[config.mk]
export PLATFORM = sky130hd
export DESIGN_NAME = ptrot_coef
export DESIGN_NICKNAME = d
export VERILOG_FILES = /design/src/rtl/ptrot_pkg.sv /design/src/rtl/ptrot_coef.sv
export SDC_FILE = /design/constraint.sdc
export NUM_CORES = 2
export LEC_CHECK = 0
export BUFFER_PORTS_ARGS = -buffer_cell sky130_fd_sc_hd__buf_4
export CELL_PAD_IN_SITES_DETAIL_PLACEMENT = 1
export CELL_PAD_IN_SITES_GLOBAL_PLACEMENT = 1
export CORE_ASPECT_RATIO = 1.4
export CORE_UTILIZATION = 54
export DETAILED_ROUTE_END_ITERATION = 16
export HOLD_SLACK_MARGIN = 0.1
export PLACE_DENSITY = 0.9
export SYNTH_ARGS = -nofsm -noshare
export SYNTH_HDL_FRONTEND = slang
export SYNTH_SLANG_ARGS = --single-unit
[constraint.sdc]
create_clock -name clk -period 27 [get_ports clk]
set_clock_uncertainty 0.05 [all_clocks]
set_input_delay 4.05 -clock clk [delete_from_list [all_inputs] [get_ports clk]]
set_output_delay 4.05 -clock clk [all_outputs]
set_load 0.01 [all_outputs]
[src/rtl/ptrot_pkg.sv]
// ----------------------------------------------------------------------------
// ptrot_pkg
// Shared types, constants and fixed-point helpers for the point rotation block.
// ----------------------------------------------------------------------------
package ptrot_pkg;

    localparam int COORD_BITS     = 32;
    localparam int ANGLE_BITS     = 16;
    localparam int PHASE_BITS     = 32;
    localparam int CFG_INDEX_BITS = 8;
    localparam int CFG_DATA_BITS  = 16;

    localparam int CORDIC_STEPS = 16;
    localparam int STEP_BITS    = $clog2(CORDIC_STEPS);
    localparam int CORDIC_W     = 34;
    localparam int ZW           = 32;
    localparam int Q15_BITS     = 16;
    localparam int Q15_FRAC     = 15;
    localparam int COEF_BITS    = Q15_BITS + 1;

    localparam int PROD_W = COEF_BITS + COORD_BITS;
    localparam int TERM_W = PROD_W - Q15_FRAC;
    localparam int SUM_W  = TERM_W + 2;

    localparam int PROD_COUNT = 4;
    localparam int PIDX_BITS  = $clog2(PROD_COUNT);

    localparam logic [STEP_BITS-1:0] STEP_LAST = STEP_BITS'(CORDIC_STEPS - 1);
    localparam logic [PIDX_BITS-1:0] PIDX_LAST = PIDX_BITS'(PROD_COUNT - 1);

    // product select codes in the coefficient sequencer
    localparam logic [PIDX_BITS-1:0] PIDX_SA_CG = 2'd0;
    localparam logic [PIDX_BITS-1:0] PIDX_SA_SG = 2'd1;
    localparam logic [PIDX_BITS-1:0] PIDX_CA_CG = 2'd2;
    localparam logic [PIDX_BITS-1:0] PIDX_CA_SG = 2'd3;

    localparam logic [CFG_INDEX_BITS-1:0] REG_ANGLE_Z = CFG_INDEX_BITS'(0);
    localparam logic [CFG_INDEX_BITS-1:0] REG_ANGLE_X = CFG_INDEX_BITS'(1);

    // quadrant codes from the top two angle bits
    localparam logic [1:0] QUAD_0 = 2'd0;
    localparam logic [1:0] QUAD_1 = 2'd1;
    localparam logic [1:0] QUAD_2 = 2'd2;

    localparam logic signed [CORDIC_W-1:0] CORDIC_GAIN = CORDIC_W'(652032874);
    localparam logic signed [CORDIC_W-1:0] ROUND_C     = CORDIC_W'(16384);
    localparam logic signed [CORDIC_W-1:0] Q15_MAX_C   = CORDIC_W'(32767);
    localparam logic signed [CORDIC_W-1:0] Q15_MIN_C   = -CORDIC_W'(32768);
    localparam logic signed [Q15_BITS-1:0] Q15_MAX     = Q15_BITS'(32767);
    localparam logic signed [Q15_BITS-1:0] Q15_MIN     = {1'b1, {(Q15_BITS-1){1'b0}}};
    localparam logic signed [PROD_W-1:0]   ROUND_P     = PROD_W'(16384);

    localparam logic signed [SUM_W-1:0] COORD_MAX =
        {{(SUM_W-COORD_BITS+1){1'b0}}, {(COORD_BITS-1){1'b1}}};
    localparam logic signed [SUM_W-1:0] COORD_MIN =
        {{(SUM_W-COORD_BITS+1){1'b1}}, {(COORD_BITS-1){1'b0}}};

    // atan(2^-i), 2^32 units per turn
    localparam logic signed [ZW-1:0] ATAN_TAB [CORDIC_STEPS] = '{
        32'sd536870912, 32'sd316933406, 32'sd167458907, 32'sd85004756,
        32'sd42667331,  32'sd21354465,  32'sd10679838,  32'sd5340245,
        32'sd2670163,   32'sd1335087,   32'sd667544,    32'sd333772,
        32'sd166886,    32'sd83443,     32'sd41722,     32'sd20861
    };

    typedef enum logic [2:0] {
        CS_LOAD_Z,
        CS_ITER_Z,
        CS_FIN_Z,
        CS_ITER_X,
        CS_FIN_X,
        CS_PROD,
        CS_DONE
    } coef_state_t;

    typedef struct packed {
        logic signed [COORD_BITS-1:0] in_x;
        logic signed [COORD_BITS-1:0] in_y;
        logic signed [COORD_BITS-1:0] in_z;
    } in_item_t;

    typedef struct packed {
        logic signed [COORD_BITS-1:0] out_x;
        logic signed [COORD_BITS-1:0] out_y;
        logic signed [COORD_BITS-1:0] out_z;
        logic                         saturated;
    } out_item_t;

    // rotation matrix, Q1.15 with one extra bit for negated -1.0
    typedef struct packed {
        logic signed [COEF_BITS-1:0] m00;
        logic signed [COEF_BITS-1:0] m01;
        logic signed [COEF_BITS-1:0] m02;
        logic signed [COEF_BITS-1:0] m10;
        logic signed [COEF_BITS-1:0] m11;
        logic signed [COEF_BITS-1:0] m12;
        logic signed [COEF_BITS-1:0] m21;
        logic signed [COEF_BITS-1:0] m22;
    } coef_t;

    // round half up to Q1.15 and clip
    function automatic logic signed [Q15_BITS-1:0] round_q15(
        input logic signed [CORDIC_W-1:0] v
    );
        logic signed [CORDIC_W-1:0] t;
        t = v + ROUND_C;
        t = t >>> Q15_FRAC;
        if (t > Q15_MAX_C)
            return Q15_MAX;
        else if (t < Q15_MIN_C)
            return Q15_MIN;
        else
            return Q15_BITS'(t);
    endfunction

    // negate with clip of -1.0
    function automatic logic signed [Q15_BITS-1:0] neg_sat_q15(
        input logic signed [Q15_BITS-1:0] v
    );
        if (v == Q15_MIN)
            return Q15_MAX;
        else
            return -v;
    endfunction

    // coordinate times coefficient, rounded back to Q16.16
    function automatic logic signed [TERM_W-1:0] round_term(
        input logic signed [PROD_W-1:0] p
    );
        logic signed [PROD_W-1:0] t;
        t = p + ROUND_P;
        t = t >>> Q15_FRAC;
        return TERM_W'(t);
    endfunction

    function automatic logic coord_ovf(input logic signed [SUM_W-1:0] s);
        return (s > COORD_MAX) || (s < COORD_MIN);
    endfunction

    function automatic logic signed [COORD_BITS-1:0] coord_sat(
        input logic signed [SUM_W-1:0] s
    );
        if (s > COORD_MAX)
            return COORD_BITS'(COORD_MAX);
        else if (s < COORD_MIN)
            return COORD_BITS'(COORD_MIN);
        else
            return COORD_BITS'(s);
    endfunction

endpackage

[src/rtl/ptrot_coef.sv]
// ----------------------------------------------------------------------------
// ptrot_coef
// Angle registers and coefficient sequencer: one shared CORDIC works sine and
// cosine of both angles, then four rounded products form the matrix.
// ----------------------------------------------------------------------------
module ptrot_coef (
    input  logic                                  clk,
    input  logic                                  rst_n,
    input  logic                                  cfg_valid,
    output logic                                  cfg_ready,
    input  logic [ptrot_pkg::CFG_INDEX_BITS-1:0]  cfg_index,
    input  logic [ptrot_pkg::CFG_DATA_BITS-1:0]   cfg_data,
    output ptrot_pkg::coef_t                      coef,
    output logic                                  busy
);
    import ptrot_pkg::*;

    coef_state_t state_reg, state_next;

    logic [ANGLE_BITS-1:0]       angle_z_reg, angle_x_reg;
    logic [STEP_BITS-1:0]        step_reg;
    logic [PIDX_BITS-1:0]        pidx_reg;
    logic signed [CORDIC_W-1:0]  x_reg, y_reg;
    logic signed [ZW-1:0]        z_reg;
    logic signed [Q15_BITS-1:0]  ca_reg, sa_reg, cg_reg, sg_reg;
    coef_t                       coef_reg;

    logic                        cfg_write, cfg_hit;
    logic                        iterate, load_init;
    logic [ANGLE_BITS-1:0]       init_angle, fin_angle;
    logic signed [ZW-1:0]        z_init;
    logic signed [CORDIC_W-1:0]  dx, dy, x_step, y_step;
    logic signed [ZW-1:0]        z_step;
    logic                        rot_pos;
    logic signed [Q15_BITS-1:0]  cq, sq, c_fin, s_fin;
    logic [1:0]                  quad;
    logic signed [Q15_BITS-1:0]  op_a, op_b;
    logic signed [CORDIC_W-1:0]  prod;
    logic signed [Q15_BITS-1:0]  prod_q15;

    assign cfg_ready = 1'b1;
    assign cfg_write = cfg_valid && cfg_ready;
    assign cfg_hit   = cfg_write && ((cfg_index == REG_ANGLE_Z) || (cfg_index == REG_ANGLE_X));
    assign coef      = coef_reg;

    // next state
    always_comb
    begin
        state_next = state_reg;
        case (state_reg)
            CS_LOAD_Z: state_next = CS_ITER_Z;
            CS_ITER_Z:
            begin
                if (step_reg == STEP_LAST)
                    state_next = CS_FIN_Z;
            end
            CS_FIN_Z:  state_next = CS_ITER_X;
            CS_ITER_X:
            begin
                if (step_reg == STEP_LAST)
                    state_next = CS_FIN_X;
            end
            CS_FIN_X:  state_next = CS_PROD;
            CS_PROD:
            begin
                if (pidx_reg == PIDX_LAST)
                    state_next = CS_DONE;
            end
            CS_DONE:   state_next = CS_DONE;
            default:   state_next = CS_LOAD_Z;
        endcase
        if (cfg_hit)
            state_next = CS_LOAD_Z;
    end

    // state outputs
    always_comb
    begin
        busy      = 1'b1;
        iterate   = 1'b0;
        load_init = 1'b0;
        case (state_reg)
            CS_LOAD_Z, CS_FIN_Z: load_init = 1'b1;
            CS_ITER_Z, CS_ITER_X: iterate  = 1'b1;
            CS_DONE:              busy     = 1'b0;
            default:              busy     = 1'b1;
        endcase
    end

    // CORDIC step, rotation mode
    always_comb
    begin
        init_angle = (state_reg == CS_LOAD_Z) ? angle_z_reg : angle_x_reg;
        z_init     = ZW'({init_angle[ANGLE_BITS-3:0], {(PHASE_BITS-ANGLE_BITS){1'b0}}});
        dx         = y_reg >>> step_reg;
        dy         = x_reg >>> step_reg;
        rot_pos    = !z_reg[ZW-1];
        if (rot_pos)
        begin
            x_step = x_reg - dx;
            y_step = y_reg + dy;
            z_step = z_reg - ATAN_TAB[step_reg];
        end
        else
        begin
            x_step = x_reg + dx;
            y_step = y_reg - dy;
            z_step = z_reg + ATAN_TAB[step_reg];
        end
    end

    // quadrant fold of the finished CORDIC result
    always_comb
    begin
        fin_angle = (state_reg == CS_FIN_Z) ? angle_z_reg : angle_x_reg;
        quad      = fin_angle[ANGLE_BITS-1 -: 2];
        cq        = round_q15(x_reg);
        sq        = round_q15(y_reg);
        case (quad)
            QUAD_0:
            begin
                c_fin = cq;
                s_fin = sq;
            end
            QUAD_1:
            begin
                c_fin = neg_sat_q15(sq);
                s_fin = cq;
            end
            QUAD_2:
            begin
                c_fin = neg_sat_q15(cq);
                s_fin = neg_sat_q15(sq);
            end
            default:
            begin
                c_fin = sq;
                s_fin = neg_sat_q15(cq);
            end
        endcase
    end

    // one Q1.15 product per cycle
    always_comb
    begin
        op_a     = pidx_reg[1] ? ca_reg : sa_reg;
        op_b     = pidx_reg[0] ? sg_reg : cg_reg;
        prod     = CORDIC_W'(op_a) * CORDIC_W'(op_b);
        prod_q15 = round_q15(prod);
    end

    always_ff @(posedge clk or negedge rst_n)
    begin
        if (!rst_n)
        begin
            state_reg   <= CS_LOAD_Z;
            angle_z_reg <= '0;
            angle_x_reg <= '0;
            step_reg    <= '0;
            pidx_reg    <= '0;
        end
        else
        begin
            state_reg <= state_next;
            if (cfg_write && (cfg_index == REG_ANGLE_Z))
                angle_z_reg <= cfg_data[ANGLE_BITS-1:0];
            if (cfg_write && (cfg_index == REG_ANGLE_X))
                angle_x_reg <= cfg_data[ANGLE_BITS-1:0];
            if (load_init)
                step_reg <= '0;
            else if (iterate)
                step_reg <= step_reg + 1'b1;
            if (state_reg == CS_FIN_X)
                pidx_reg <= '0;
            else if (state_reg == CS_PROD)
                pidx_reg <= pidx_reg + 1'b1;
        end
    end

    always_ff @(posedge clk)
    begin
        if (load_init)
        begin
            x_reg <= CORDIC_GAIN;
            y_reg <= '0;
            z_reg <= z_init;
        end
        else if (iterate)
        begin
            x_reg <= x_step;
            y_reg <= y_step;
            z_reg <= z_step;
        end
        if (state_reg == CS_FIN_Z)
        begin
            ca_reg <= c_fin;
            sa_reg <= s_fin;
        end
        if (state_reg == CS_FIN_X)
        begin
            cg_reg <= c_fin;
            sg_reg <= s_fin;
        end
        if (state_reg == CS_PROD)
        begin
            case (pidx_reg)
                PIDX_SA_CG:
                begin
                    coef_reg.m00 <= COEF_BITS'(ca_reg);
                    coef_reg.m10 <= COEF_BITS'(sa_reg);
                    coef_reg.m21 <= COEF_BITS'(sg_reg);
                    coef_reg.m22 <= COEF_BITS'(cg_reg);
                    coef_reg.m01 <= -COEF_BITS'(prod_q15);
                end
                PIDX_SA_SG: coef_reg.m02 <= COEF_BITS'(prod_q15);
                PIDX_CA_CG: coef_reg.m11 <= COEF_BITS'(prod_q15);
                PIDX_CA_SG: coef_reg.m12 <= -COEF_BITS'(prod_q15);
                default:    coef_reg.m12 <= -COEF_BITS'(prod_q15);
            endcase
        end
    end

`ifndef SYNTHESIS
    a_iter_z_done: assert property (@(posedge clk) disable iff (!rst_n)
        (state_reg == CS_ITER_Z && step_reg == STEP_LAST && !cfg_hit)
        |=> (state_reg == CS_FIN_Z))
        else $error("CORDIC pass for z angle did not finish after last step");

    a_cfg_restart: assert property (@(posedge clk) disable iff (!rst_n)
        cfg_hit |=> (state_reg == CS_LOAD_Z && busy))
        else $error("angle write did not restart coefficient sequence");

    a_prod_done: assert property (@(posedge clk) disable iff (!rst_n)
        (state_reg == CS_PROD && pidx_reg == PIDX_LAST && !cfg_hit) |=> !busy)
        else $error("coefficients not ready after last product");
`endif

endmodule

==> impl_metrics.ini <==
[routing]
vias = 32900
drt_iter0_drc = 3125
route.detailed.drc = 34
via_per_inst = 6.77
drtPass1Iterations = 14
wl_mm = 141
drtAntennaViolNets = 0
post_drt_wl_per_cell_microns = 29.1

[timing]
min_period_ps = 10620
layout_setup_ws_ps = 16380
worstMarginPinSlew_ps = 1320
slew_headroom = 0.114
fin_setup_tns_ps = 0
final_hold_viol_count = 0
rsz0062_at_grt = false
finalSetupViolations = 0
fmax_ghz = 0.0942
drv_slew = 0
finalCritPeriodShare = 0.393

[hold_path]
worstHoldStart = sg_reg[0]
min_path_type = reg2reg

[clock_network]
post_cts_buffers = 0
htreeDepth = 2
hold_buffers = 0
clockBufferDepth = 3
cts_tree = done
clk_pin_slew_ps = 70
cts_buffers = 38
clk_latency_ps = 620
clock_sinks = 335
ctsResizeCount = 0
cts_root_buf = clkbuf_16

[yosys]
ys_seq_area_frac = 0.250
ys.flop_type = edfxtp_1
netlist_top_cells_area = edfxtp_1 (17%), fa_1 (15%), ha_1 (6.7%), dfxtp_1 (4.8%), nand2_1 (4.6%)
syn-num-nets = 4426
synth_seq_cells = 335
synth.most_common_cell = nand2_1
syn_area_sq_mm = 0.0360
synth_area_per_cell_sq_um = 9.15
yosysWarnings = 0
synthCells = 3937
async_reset_ff_frac = 0.122
synth_common_cells = nand2_1 (438), inv_1 (387), nor2_1 (331)
synth.top_cell.area_share = 0.173
yosysTopAreaCell = edfxtp_1
synth_edf_count = 208
synth.distinct_cells = 110

[final_layout]
largest_reg_flops = 130
nFillCells = 7501
finalNetCount = 4457
area_delta_synth_final_pct = 8.16
fin_area_sq_mm = 0.0390
drive_gt1_frac = 0.126

[floorplan]
die_w_microns = 220
dieArea_sq_mm = 0.0677
chipHeight_microns = 308
core_sq_mm = 0.0657
row_count = 111
start_util = 0.548
io_pins = 165

[global_routing]
antenna_found_initial = 16
grt_pass1_wl_mm = 215
grt_max_degree = 82
overflow = 0
grt_pass1_vias = 36000
grtUsageTotal = 0.423

[critical_path]
crit_required_ps = 27320
arrival_ps = 10940
startpoint_type = flop
cp-startpoint = pidx_reg[1]
r2r_start = pidx_reg[1]
end_kind = flop
path_class = reg2reg
worstPathMaxFanout = 35

[run_status]
status = complete, but fails checks
violations = DRC

[placed_design]
place_area_sq_mm = 0.0377
hpwlAfterDp_mm = 96.7
pre_cts_ws_ps = 17370
place.gp.congestion = 0.959
numPortBuffers = 163

[job]
max_cap_violations = 0
## path summary, 6_finish.rpt
kind / slack, ps / to / cells after the start
min in group asynchronous: 3410 / angle_z_reg[7] / 1
min reg2reg: 420 / coef[17] / 0
max in group asynchronous: 22970 / step_reg[3] / 1
max: 16380 / coef[50] / 26
min: 420 / coef[17] / 0
max reg2reg: 16380 / coef[50] / 26
## critical path, stage by stage, from the launching register on
cell and delay, ps:
dfrtp_2 980, mux2i_1 1110, nor2_1 170, fa_1 570
inv_1 60, fa_1 500, inv_1 70, fa_1 500
fa_1 600, fa_1 610, inv_1 80, fa_1 570
inv_1 70, ha_1 470, a21oi_2 270, o21ai_1 170
a221oi_1 410, o21ai_1 280, nor4_1 570, o21ai_1 260
o211ai_1 330, a211oi_2 90, buf_4 240, a21oi_1 250
ha_1 500, nand4b_1 250, o21ba_2 320
## logic make-up (layout without fill, tap and decap cells)
logic type / count (synthesis) / after routing / share of synthesized area
buf+inv: 600 / 661 / 0.0681
mux: 269 / 269 / 0.100
xor+xnor: 242 / 242 / 0.0591
simple gates: 1149 / 1149 / 0.148
compound gates: 879 / 879 / 0.158
fa+ha+maj: 462 / 462 / 0.217
flops: 335 / 335 / 0.250
other cells: 1 / 8 / 0.000104
## metal layers
layer | part of all wire | GRT usage | up-vias
li1 | - | - | 13800
met1 | 0.32 | 0.428 | 16200
met2 | 0.48 | 0.697 | 1927
met3 | 0.094 | 0.142 | 895
met4 | 0.099 | 0.355 | 14
met5 | 0.00065 | 0 | -
## layout by cell type (no fill, tap or decap), types with 115 or more instances in the layout
cell        n
o21ai_0   187
xor2_1    115
inv_1     386
fa_1      270
buf_4     200
a21oi_1   229
edfxtp_1  208
nand2_1   437
nor2_1    329
ha_1      192
xnor2_1   126
## per-stage QoR
step	utilization	instances	hold WS [ps]
after detailed placement	0.573	4775	403
after global placement	0.573	4775	383
after floorplan	-	3937	370
after CTS	0.593	4845	415
after global routing	0.593	4847	430
final	0.593	4852	419
## area by class of cell
| class | instances | area (sq um) | share of cell area |
|---|---|---|---|
| Antenna cell | 7 | 17.5 | 0.000450 |
| Clock buffer | 49 | 1020 | 0.0263 |
| Clock inverter | 21 | 259 | 0.00665 |
| Inverter | 391 | 1470 | 0.0377 |
| Multi-Input combinational cell | 3002 | 24600 | 0.632 |
| Sequential cell | 335 | 9010 | 0.231 |
| Tap cell | 847 | 1060 | 0.0272 |
| Timing Repair Buffer | 200 | 1500 | 0.0385 |
Power is not shown: default switching activity piles up to over one toggle a cycle in this logic, so the estimate is an artifact.
